==> config.mk <==
export PLATFORM = sky130hd
export DESIGN_NAME = committed_min_cost_path_select_top
export DESIGN_NICKNAME = d
export VERILOG_FILES = /design/src/design/cmcps_pkg.sv /design/src/design/committed_min_cost_path_select_top.sv
export SDC_FILE = /design/constraint.sdc
export NUM_CORES = 1
export LEC_CHECK = 0
export BUFFER_PORTS_ARGS = -buffer_cell sky130_fd_sc_hd__buf_2
export CAP_MARGIN = 20
export CORE_MARGIN = 4
export CORE_UTILIZATION = 45
export DETAILED_ROUTE_END_ITERATION = 12
export HOLD_SLACK_MARGIN = 0.1
export PLACE_DENSITY = 0.62
export SETUP_SLACK_MARGIN = 0.1
export SKIP_LAST_GASP = 1
export SYNTH_ARGS = -nofsm -noshare
export SYNTH_HDL_FRONTEND = slang
export SYNTH_SLANG_ARGS = --single-unit
==> constraint.sdc <==
create_clock -name i_clk -period 10.12 [get_ports i_clk]
set_clock_uncertainty 0.15 [all_clocks]
set_input_delay 2.024 -clock i_clk [delete_from_list [all_inputs] [get_ports i_clk]]
set_output_delay 2.024 -clock i_clk [all_outputs]
set_load 0.01 [all_outputs]
==> src/design/cmcps_pkg.sv <==
// Package for the committed minimum-cost path selector.
// Holds the offset tolerances, the register map and the configuration reset value.
// No dependencies.
`timescale 1ns / 1ps

package cmcps_pkg;

    localparam int unsigned COST_W   = 32;
    localparam int unsigned OFFS_W   = 16;
    localparam int unsigned POS_W    = 24;
    localparam int unsigned END_W    = 25;
    localparam int unsigned PLEN_W   = 16;
    localparam int unsigned OIDX_W   = 5;
    localparam int unsigned DIFF_W   = OFFS_W + 1;

    localparam logic [DIFF_W-1:0] MATCH_TOL = DIFF_W'(10);
    localparam logic [DIFF_W-1:0] RENEW_TOL = DIFF_W'(1000);

    localparam logic [PLEN_W-1:0] PATH_LEN_RESET = PLEN_W'(5000);

    typedef enum logic [0:0] {
        REG_COMMIT_SPAN = 1'b0
    } t_reg_idx;

endpackage

==> src/design/committed_min_cost_path_select_top.sv <==
// Top level of the committed minimum-cost path selector.
// Depends on cmcps_pkg for constants and the register map.
//
// Channel     Direction  Contents
// s_axis      in         one candidate per transfer, tlast closes the batch
// m_axis      out        one selection result per batch
// apb         in/out     commit span in millimeters at byte address 0
//
// A candidate enters the input register and then updates the running minima and
// the commit match, so one candidate is taken every cycle unless a last one waits.
// The result of a batch is registered in the output register from the input register
// holding its last candidate, through the single compare-and-select stage between
// the two registers. Reset is synchronous and clears the commit and the batch.
// Only a last candidate waits, and only while an earlier result is not taken.
`timescale 1ns / 1ps

module committed_min_cost_path_select_top
    import cmcps_pkg::*;
#(
    parameter int unsigned MAX_CANDIDATES = 32
) (
    input  logic        i_clk,
    input  logic        i_rst_n,
    input  logic        s_axis_tvalid,
    output logic        s_axis_tready,
    // cost [31:0], lateral_offset [47:32], position_s [71:48]
    input  logic [71:0] s_axis_tdata,
    // collided [0], off_track [1]
    input  logic [1:0]  s_axis_tuser,
    input  logic        s_axis_tlast,
    output logic        m_axis_tvalid,
    input  logic        m_axis_tready,
    // chosen_index [4:0], chosen_offset [20:5], zero [23:21]
    output logic [23:0] m_axis_tdata,
    // no_safe_path [0], kept_commit [1], new_commit [2]
    output logic [2:0]  m_axis_tuser,
    input  logic        psel,
    input  logic        penable,
    input  logic        pwrite,
    input  logic [2:0]  paddr,
    input  logic [31:0] pwdata,
    output logic [31:0] prdata,
    output logic        pready
);

    localparam int unsigned CNT_W = $clog2(MAX_CANDIDATES + 1);
    localparam int unsigned IDX_W = (MAX_CANDIDATES > 1) ? $clog2(MAX_CANDIDATES) : 1;

    logic [PLEN_W-1:0] r_path_len;

    logic                     r_s1_valid;
    logic signed [COST_W-1:0] r_s1_cost;
    logic signed [OFFS_W-1:0] r_s1_off;
    logic                     r_s1_unsafe;
    logic [POS_W-1:0]         r_s1_pos;
    logic                     r_s1_last;

    logic                     r_commit_valid;
    logic signed [OFFS_W-1:0] r_commit_off;
    logic [END_W-1:0]         r_commit_end;

    logic [CNT_W-1:0]         r_count;
    logic signed [COST_W-1:0] r_any_cost;
    logic [IDX_W-1:0]         r_any_idx;
    logic signed [OFFS_W-1:0] r_any_off;
    logic                     r_safe_seen;
    logic signed [COST_W-1:0] r_safe_cost;
    logic [IDX_W-1:0]         r_safe_idx;
    logic signed [OFFS_W-1:0] r_safe_off;
    logic                     r_match_seen;
    logic [IDX_W-1:0]         r_match_idx;
    logic                     r_match_safe;
    logic signed [OFFS_W-1:0] r_match_off;

    logic                     r_m_valid;
    logic [23:0]              r_m_data;
    logic [2:0]               r_m_user;

    logic                     n_commit_valid;
    logic signed [OFFS_W-1:0] n_commit_off;
    logic [END_W-1:0]         n_commit_end;
    logic [CNT_W-1:0]         n_count;
    logic signed [COST_W-1:0] n_any_cost;
    logic [IDX_W-1:0]         n_any_idx;
    logic signed [OFFS_W-1:0] n_any_off;
    logic                     n_safe_seen;
    logic signed [COST_W-1:0] n_safe_cost;
    logic [IDX_W-1:0]         n_safe_idx;
    logic signed [OFFS_W-1:0] n_safe_off;
    logic                     n_match_seen;
    logic [IDX_W-1:0]         n_match_idx;
    logic                     n_match_safe;
    logic signed [OFFS_W-1:0] n_match_off;
    logic [23:0]              n_m_data;
    logic [2:0]               n_m_user;

    logic                     s_accept;
    logic                     s1_adv;
    logic                     cfg_wr;

    logic                     in_range;
    logic [IDX_W-1:0]         cur_idx;
    logic                     any_upd;
    logic                     safe_upd;
    logic                     batch_safe;
    logic signed [DIFF_W-1:0] match_diff;
    logic [DIFF_W-1:0]        match_mag;
    logic                     match_hit;
    logic [IDX_W-1:0]         ch_idx;
    logic signed [OFFS_W-1:0] ch_off;
    logic [31:0]              ch_idx_wide;
    logic                     keep;
    logic                     drop;
    logic signed [DIFF_W-1:0] renew_diff;
    logic [DIFF_W-1:0]        renew_mag;
    logic                     renew;

    assign pready = 1'b1;
    assign cfg_wr = psel && penable && pwrite && pready;

    always_comb begin
        case (t_reg_idx'(paddr[2]))
            REG_COMMIT_SPAN: prdata = {{(32 - PLEN_W){1'b0}}, r_path_len};
            default:         prdata = '0;
        endcase
    end

    always_ff @(posedge i_clk) begin
        if (!i_rst_n) begin
            r_path_len <= PATH_LEN_RESET;
        end else if (cfg_wr && (t_reg_idx'(paddr[2]) == REG_COMMIT_SPAN)) begin
            r_path_len <= pwdata[PLEN_W-1:0];
        end
    end

    assign s1_adv        = r_s1_valid && (!r_s1_last || !r_m_valid || m_axis_tready);
    assign s_axis_tready = !r_s1_valid || s1_adv;
    assign s_accept      = s_axis_tvalid && s_axis_tready;

    always_comb begin
        in_range   = r_count < CNT_W'(MAX_CANDIDATES);
        cur_idx    = r_count[IDX_W-1:0];
        any_upd    = in_range && ((r_count == '0) || (r_s1_cost < r_any_cost));
        safe_upd   = in_range && !r_s1_unsafe && (!r_safe_seen || (r_s1_cost < r_safe_cost));
        batch_safe = r_safe_seen || safe_upd;
        match_diff = DIFF_W'(r_s1_off) - DIFF_W'(r_commit_off);
        match_mag  = match_diff[DIFF_W-1] ? DIFF_W'(-match_diff) : DIFF_W'(match_diff);
        match_hit  = in_range && r_commit_valid && !r_match_seen && (match_mag < MATCH_TOL);

        n_count      = in_range ? r_count + CNT_W'(1) : r_count;
        n_any_cost   = any_upd ? r_s1_cost : r_any_cost;
        n_any_idx    = any_upd ? cur_idx : r_any_idx;
        n_any_off    = any_upd ? r_s1_off : r_any_off;
        n_safe_seen  = batch_safe;
        n_safe_cost  = safe_upd ? r_s1_cost : r_safe_cost;
        n_safe_idx   = safe_upd ? cur_idx : r_safe_idx;
        n_safe_off   = safe_upd ? r_s1_off : r_safe_off;
        n_match_seen = r_match_seen || match_hit;
        n_match_idx  = match_hit ? cur_idx : r_match_idx;
        n_match_safe = match_hit ? !r_s1_unsafe : r_match_safe;
        n_match_off  = match_hit ? r_s1_off : r_match_off;

        keep = r_commit_valid && n_match_seen && n_match_safe
               && (END_W'(r_s1_pos) < r_commit_end);
        drop = r_commit_valid && n_match_seen && !keep;

        if (keep) begin
            ch_idx = n_match_idx;
            ch_off = n_match_off;
        end else if (batch_safe) begin
            ch_idx = n_safe_idx;
            ch_off = n_safe_off;
        end else begin
            ch_idx = n_any_idx;
            ch_off = n_any_off;
        end

        renew_diff = DIFF_W'(ch_off) - DIFF_W'(r_commit_off);
        renew_mag  = renew_diff[DIFF_W-1] ? DIFF_W'(-renew_diff) : DIFF_W'(renew_diff);
        renew      = !r_commit_valid || drop || (renew_mag > RENEW_TOL);

        n_commit_valid = r_commit_valid;
        n_commit_off   = r_commit_off;
        n_commit_end   = r_commit_end;
        if (r_s1_last) begin
            if (drop) begin
                n_commit_valid = 1'b0;
            end
            if (renew) begin
                n_commit_valid = 1'b1;
                n_commit_off   = ch_off;
                n_commit_end   = END_W'(r_s1_pos) + END_W'(r_path_len);
            end
            n_count      = '0;
            n_safe_seen  = 1'b0;
            n_match_seen = 1'b0;
        end

        ch_idx_wide = 32'(ch_idx);
        n_m_data    = {3'b000, ch_off, ch_idx_wide[OIDX_W-1:0]};
        n_m_user    = {renew, keep, !batch_safe};
    end

    always_ff @(posedge i_clk) begin
        if (!i_rst_n) begin
            r_s1_valid <= 1'b0;
        end else if (s_accept) begin
            r_s1_valid <= 1'b1;
        end else if (s1_adv) begin
            r_s1_valid <= 1'b0;
        end
    end

    always_ff @(posedge i_clk) begin
        if (s_accept) begin
            r_s1_cost   <= s_axis_tdata[31:0];
            r_s1_off    <= s_axis_tdata[47:32];
            r_s1_pos    <= s_axis_tdata[71:48];
            r_s1_unsafe <= s_axis_tuser[0] || s_axis_tuser[1];
            r_s1_last   <= s_axis_tlast;
        end
    end

    always_ff @(posedge i_clk) begin
        if (!i_rst_n) begin
            r_commit_valid <= 1'b0;
            r_commit_off   <= '0;
            r_commit_end   <= '0;
            r_count        <= '0;
            r_safe_seen    <= 1'b0;
            r_match_seen   <= 1'b0;
        end else if (s1_adv) begin
            r_commit_valid <= n_commit_valid;
            r_commit_off   <= n_commit_off;
            r_commit_end   <= n_commit_end;
            r_count        <= n_count;
            r_safe_seen    <= n_safe_seen;
            r_match_seen   <= n_match_seen;
        end
    end

    always_ff @(posedge i_clk) begin
        if (s1_adv) begin
            r_any_cost   <= n_any_cost;
            r_any_idx    <= n_any_idx;
            r_any_off    <= n_any_off;
            r_safe_cost  <= n_safe_cost;
            r_safe_idx   <= n_safe_idx;
            r_safe_off   <= n_safe_off;
            r_match_idx  <= n_match_idx;
            r_match_safe <= n_match_safe;
            r_match_off  <= n_match_off;
        end
    end

    always_ff @(posedge i_clk) begin
        if (!i_rst_n) begin
            r_m_valid <= 1'b0;
        end else if (s1_adv && r_s1_last) begin
            r_m_valid <= 1'b1;
        end else if (m_axis_tready) begin
            r_m_valid <= 1'b0;
        end
    end

    always_ff @(posedge i_clk) begin
        if (s1_adv && r_s1_last) begin
            r_m_data <= n_m_data;
            r_m_user <= n_m_user;
        end
    end

    assign m_axis_tvalid = r_m_valid;
    assign m_axis_tdata  = r_m_data;
    assign m_axis_tuser  = r_m_user;

    a_keep_excl: assert property (@(posedge i_clk) disable iff (!i_rst_n)
        m_axis_tvalid |-> !(m_axis_tuser[1] && m_axis_tuser[2]))
        else $error("kept and renewed commit reported together");

    a_commit_after_batch: assert property (@(posedge i_clk) disable iff (!i_rst_n)
        (s1_adv && r_s1_last) |=> r_commit_valid)
        else $error("commit not valid after a batch result");

    a_count_bound: assert property (@(posedge i_clk) disable iff (!i_rst_n)
        r_count <= CNT_W'(MAX_CANDIDATES))
        else $error("candidate count past its bound");

    a_inner_no_stall: assert property (@(posedge i_clk) disable iff (!i_rst_n)
        (r_s1_valid && !r_s1_last) |-> s1_adv)
        else $error("inner candidate stalled");

    a_batch_cleared: assert property (@(posedge i_clk) disable iff (!i_rst_n)
        (s1_adv && r_s1_last) |=> (r_count == '0) && !r_safe_seen && !r_match_seen)
        else $error("batch state not cleared after result");

endmodule
# [After elaboration in Yosys (flattened, before gate mapping)]
# Index checks and enable logic that the tools add are counted.
[classes] addsub=6 order_cmp=6 n_mux=24 bitwise_logic=1 reduce_logical=45
[ops] operator="two-way mux 16 bit" n=6
[ops] operator="less-than comparator 32 bit" n=2
[ops] operator="two-way mux 17 bit" n=2
[ops] operator="negation 17 bit" n=2
[ops] operator="subtractor 16 x 16 -> 17 bit" n=2
[ops] operator="adder 24 x 16 -> 25 bit" n=1
[ops] operator="less-than comparator 24 x 25 -> 1 bit" n=1
[ops] operator="two-way mux 5 bit" n=5
[ops] operator="> comparator 17 x 10 -> 1 bit (second input constant)" n=1
[ops] operator="less-than comparator 17 x 4 -> 1 bit (second input constant)" n=1
[ops] operator="logical AND 1 bit" n=16
[ops] operator="two-way mux 6 bit" n=2
[ops] operator="logical OR 1 bit" n=10
[ops] operator="zero test 1 bit" n=9
[ops] operator="two-way mux 1 bit" n=9
[ops] operator="nonzero test 2 bit" n=4
[ops] operator="adder 6 x 1 -> 6 bit (second input constant)" n=1
[ops] operator="zero test 6 bit" n=1
[ops] operator="less-than comparator 6 bit (second input constant)" n=1
[ops] operator="AND reduction 2 bit" n=3
[ops] operator="AND reduction 3 bit" n=2
[ops] operator="inverter 1 bit" n=1
[totals] register_bits=294 inputBits=117 output_inout_bits=62 elab_cells=107

# [Logic depth before layout (Yosys ltp)]
[logic_depth] ltp_word=17 depth_mapped=35 mapped_depth_nobuf=28

# [Least setup slack after synthesis]
# OpenSTA, ideal clock, no wires.
[synth_path] kind="register to register" startpoint="register r_s1_off[0]" endpoint="register r_commit_off[10]" setup_ns=0.087 arrival_time_ns=7.562 required_time_ns=9.883 path_slack_ns=2.322 path_stages_with_launch=34 path_buffers=6 synth_period_minus_slack_ns=7.798 path_cell_list="edfxtp_1 -> inv_1 -> ha_1 -> fa_1 -> nand2b_1 -> a21oi_2 -> nor2_1 -> xor2_1 -> o211ai_1 -> a2111oi_2 -> o211ai_1 -> or4_1 -> a211o_1 -> buf_6 -> o31ai_4 -> buf_6 -> buf_12 -> mux2i_1 -> inv_1 -> ha_1 -> buf_2 -> and2_1 -> a311oi_1 -> a21boi_0 -> o2111ai_1 -> a21oi_1 -> or4_1 -> o41ai_1 -> mux2i_1 -> o31a_1 -> buf_2 -> a21o_1 -> buf_2 -> a221oi_2"
[synth_via] elab_chain_cells=16 word_cells_on_any_way=24 cone_classes="add/sub (4); order compare (2); mux (8); reduce/logical (10)"
[synth_rtl] item="start: declaration" line_no="committed_min_cost_path_select_top.sv:53" source="logic signed [OFFS_W-1:0] r_s1_off;"
[synth_rtl] item="start signal: assignment" line_no="committed_min_cost_path_select_top.sv:217" source="r_s1_off <= s_axis_tdata[47:32];"
[synth_rtl] item="subtractor 16 x 16 -> 17 bit (*)" line_no="committed_min_cost_path_select_top.sv:146" source="match_diff = DIFF_W'(r_s1_off) - DIFF_W'(r_commit_off);"
[synth_rtl] item="negation 17 bit" line_no="committed_min_cost_path_select_top.sv:147" source="match_mag = match_diff[DIFF_W-1] ? DIFF_W'(-match_diff) : DIFF_W'(match_diff);"
[synth_rtl] item="two-way mux 17 bit (*)" line_no="committed_min_cost_path_select_top.sv:147"
[synth_rtl] item="less-than comparator 17 x 4 -> 1 bit (*)" line_no="committed_min_cost_path_select_top.sv:148" source="match_hit = in_range && r_commit_valid && !r_match_seen && (match_mag < MATCH_TOL);"
[synth_rtl] item="logical AND 1 bit (*)" line_no="committed_min_cost_path_select_top.sv:148"
[synth_rtl] item="logical OR 1 bit" line_no="committed_min_cost_path_select_top.sv:158" source="n_match_seen = r_match_seen || match_hit;"
[synth_rtl] item="logical AND 1 bit (2 in a row)" line_no="committed_min_cost_path_select_top.sv:163" source="keep = r_commit_valid && n_match_seen && n_match_safe"
[synth_rtl] item="logical AND 1 bit" line_no="committed_min_cost_path_select_top.sv:164" source="&& (END_W'(r_s1_pos) < r_commit_end);"
[synth_rtl] item="two-way mux 16 bit (*)" line_no="committed_min_cost_path_select_top.sv:167" source="if (keep) begin"
[synth_rtl] item="via ch_off[4]" line_no="committed_min_cost_path_select_top.sv:110" source="logic signed [OFFS_W-1:0] ch_off;"
[synth_rtl] item="subtractor 16 x 16 -> 17 bit (*)" line_no="committed_min_cost_path_select_top.sv:178" source="renew_diff = DIFF_W'(ch_off) - DIFF_W'(r_commit_off);"
[synth_rtl] item="negation 17 bit" line_no="committed_min_cost_path_select_top.sv:179" source="renew_mag = renew_diff[DIFF_W-1] ? DIFF_W'(-renew_diff) : DIFF_W'(renew_diff);"
[synth_rtl] item="two-way mux 17 bit (*)" line_no="committed_min_cost_path_select_top.sv:179"
[synth_rtl] item="> comparator 17 x 10 -> 1 bit (*)" line_no="committed_min_cost_path_select_top.sv:180" source="renew = !r_commit_valid || drop || (renew_mag > RENEW_TOL);"
[synth_rtl] item="logical OR 1 bit (*)" line_no="committed_min_cost_path_select_top.sv:180"
[synth_rtl] item="AND reduction 3 bit (no source line) (*)"
[synth_rtl] item="end signal: assignment" line_no="committed_min_cost_path_select_top.sv:234" source="r_commit_off <= n_commit_off;"
[synth_rtl] item="end: declaration" line_no="committed_min_cost_path_select_top.sv:59" source="logic signed [OFFS_W-1:0] r_commit_off;"
# Mark *: on every way through the listed nets, which the timed path passes. The rest lies on a longest branch.
# A chain may end at the register's enable or synchronous reset.

# [Worst setup path after layout]
[layout_path] startpoint="register r_s1_off[5]" endpoint="register r_commit_off[0]"
# The elaborated chain is that of the path after synthesis.

==> flow_summary.json <==
{
  "power_leakage_nw": 7.85,
  "overflow": 0,
  "die_h_microns": 204,
  "root_buffer": "clkbuf_16",
  "crit_fanout": 16,
  "nets": 2034,
  "crit_arrival_ns": 9.63,
  "cp.required_ns": 10.40,
  "route.detailed.drc": 0,
  "hold_buffers": 0,
  "fin_area_sq_um": 19500,
  "max_slew_margin": 0.301,
  "drt-vias-per-instance": 5.42,
  "fp.coreArea_sq_um": 37700,
  "grt_pass1_vias": 12500,
  "cts_max_level": 2,
  "status": "finished clean",
  "multiInputGateArea_sq_um": 8020,
  "cts_max_path_buffers": 3,
  "utilization": 0.517,
  "ir_drop_v": 0.0000901,
  "dr.first_iter.drc_count": 850,
  "seq_area_frac_synth": 0.473,
  "routedWlPerCell_microns": 17.5,
  "rows": 71,
  "cpPeakStageDelay_ns": 0.79,
  "dieArea_sq_um": 41400,
  "postCtsSetupBuffers": 0,
  "synth_cells": 1641,
  "port_buffers": 140,
  "syn2layout_area_growth_pct": 13.1,
  "hold_viol": 0,
  "firstDrtPassIters": 5,
  "synth.avg_cell_area_sq_um": 10.5,
  "cp_top_family": "compound AO/OA/AOI/OAI gates",
  "rsz0062_at_grt": "no",
  "wl_microns": 40500,
  "clk_latency_ns": 0.54,
  "fill_cells": 3449,
  "netlist-cell-type-count": 98,
  "endpoint_kind": "flip-flop",
  "post-dp-hpwl_microns": 29400,
  "die_x_microns": 204,
  "grt_pass1_wl_microns": 65700,
  "dp_slack_ns": 0.874,
  "path_class": "reg -> reg",
  "drv_slew": 0,
  "drive_gt1_frac": 0.161,
  "grt_max_degree": 46,
  "setup_violations": 0,
  "timing.fmax_mhz": 107,
  "place_area_sq_um": 18300,
  "start_util": 0.457,
  "place_congestion": 0.871,
  "clkSinkCount": 294,
  "crit_buf_inv": 2,
  "slowest_stage": "o31ai_4",
  "ios": 179,
  "ys_seq_elements": 294,
  "final-seq-area_sq_um": 8150,
  "cts_tree": "yes",
  "antenna_found_initial": 2,
  "synth_flop_cell": "edfxtp_1",
  "fin_crit_sh": 0.924,
  "worstMarginPinSlew_ns": 1.05,
  "antenna_left": 0,
  "fin_tns_setup_ns": 0,
  "start_kind": "flip-flop",
  "track_usage": 0.196,
  "cts-resized-gates": 0,
  "n_antenna_cell": 0,
  "setup_slack_ns": 0.770,
  "cts_made_buffers": 35,
  "maxCapViolCount": 0,
  "syn_area_sq_um": 17200,
  "min_path_type": "reg -> reg",
  "powerDensity_nw_per_um2": 165,
  "min_period_ns": 9.35,
  "synth-async-reset-ratio": 0,
  "synth_edf_count": 226,
  "path_clk_slew_ns": 0.06,
  "ys.warnings.count": 0,
  "via_count": 12500
}
## layer usage
layer	wire length, microns	vias to the layer above	GRT usage
met5	27	-	0
met4	1180	4	0.0648
met3	2150	77	0.0342
met2	18100	314	0.313
met1	19000	5904	0.271
li1	-	6247	-
## final timing paths
| check | from | to | slack [ns] | cells after the start |
|---|---|---|---|---|
| worst max-delay path | r_s1_off[5] | r_commit_off[0] | 0.77 | 26 |
| worst min-delay path | r_commit_end[3] | r_commit_end[3] | 0.31 | 2 |
| worst max register to register | r_s1_off[5] | r_commit_off[0] | 0.77 | 26 |
| worst min register to register | r_commit_end[3] | r_commit_end[3] | 0.31 | 2 |
## synthesized netlist by cell type, drive strengths merged, types with 21 or more instances
library cell	instances	area, sq um
edfxtp	226	6790
a221oi	33	358
mux2i	44	453
dfxtp	68	1360
nor2b	31	194
a21o	40	300
a211oi	33	265
nand3	27	135
o21ai	83	423
inv	181	679
nand4	21	138
ha	138	1730
nor3	35	180
clkbuf	33	125
xnor2	27	236
o31ai	25	206
nand2	155	587
mux2	30	338
buf	46	340
a21oi	80	430
nor2	91	347
## through the flow
stage	hold slack, ns	instances	power (mW)
floorplan	0.285	1659	1.86
global placement	0.294	2250	1.99
detailed placement	0.303	2250	2.01
CTS	0.311	2313	3.25
global route	0.332	2313	3.38
finish	0.309	2313	3.21
## final cells by class
cell class	instances	area share
clock buffer	51	0.0506
inverter	182	0.0351
sequential	294	0.419
multi-input combinational	1104	0.412
tap	511	0.0328
clock inverter	12	0.00713
timing repair buffer	159	0.0440
## power breakdown
group	switching, mW	internal, mW	total, mW
combinational	0.362	0.226	0.588
clock	0.494	0.732	1.23
sequential	0.0356	1.37	1.40
total	0.892	2.32	3.21
## cell usage in the layout, fill, tap and decap left out, drive strengths merged, types with 12 or more instances in the layout
cell type,count
a211oi,33
a21o,40
a21oi,80
a221oi,33
buf,159
clkbuf,51
conb,20
dfxtp,68
edfxtp,226
ha,138
inv,181
mux2,30
mux2i,44
nand2,155
nand2b,16
nand3,27
nand4,21
nor2,91
nor2b,31
nor3,35
o211ai,18
o21ai,83
o31ai,25
xnor2,27
xor2,12
## state kept, by name (all words and copies together) (netlist names), 21 cells and up
name	count
r_s1_pos	24
r_s1_cost	32
r_commit_end	25
m_axis_tdata	21
r_safe_cost	32
r_any_cost	32
## logic make-up after synthesis
| family | share of synthesized area |
|---|---|
| adder cells (fa/ha/maj) | 0.104 |
| AO/OA/AOI/OAI | 0.169 |
| AND/OR/NAND/NOR | 0.120 |
| buffers and inverters | 0.0667 |
| XOR/XNOR | 0.0207 |
| flip-flops | 0.473 |
| other | 0.000436 |
| multiplexers | 0.0459 |
## worst register-to-register path: stages (launching register included)
cell and delay [ns]:
edfxtp_1 0.50, ha_1 0.60, nand4_2 0.20, a2111oi_1 0.57, nor2_1 0.11, o211ai_1 0.42
and3_1 0.29, a211o_1 0.14, o211ai_1 0.09, or4_1 0.41, a211o_1 0.36, o31ai_4 0.79
mux2i_1 0.42, inv_1 0.16, ha_1 0.42, and2_1 0.25, a311oi_1 0.31, a31oi_1 0.16
xnor2_1 0.37, nand4_1 0.25, or4_1 0.60, o41ai_1 0.27, mux2i_1 0.14, o31a_1 0.39
a21o_1 0.33, buf_12 0.23, a221oi_1 0.32
(Power assumes the default switching activity.)
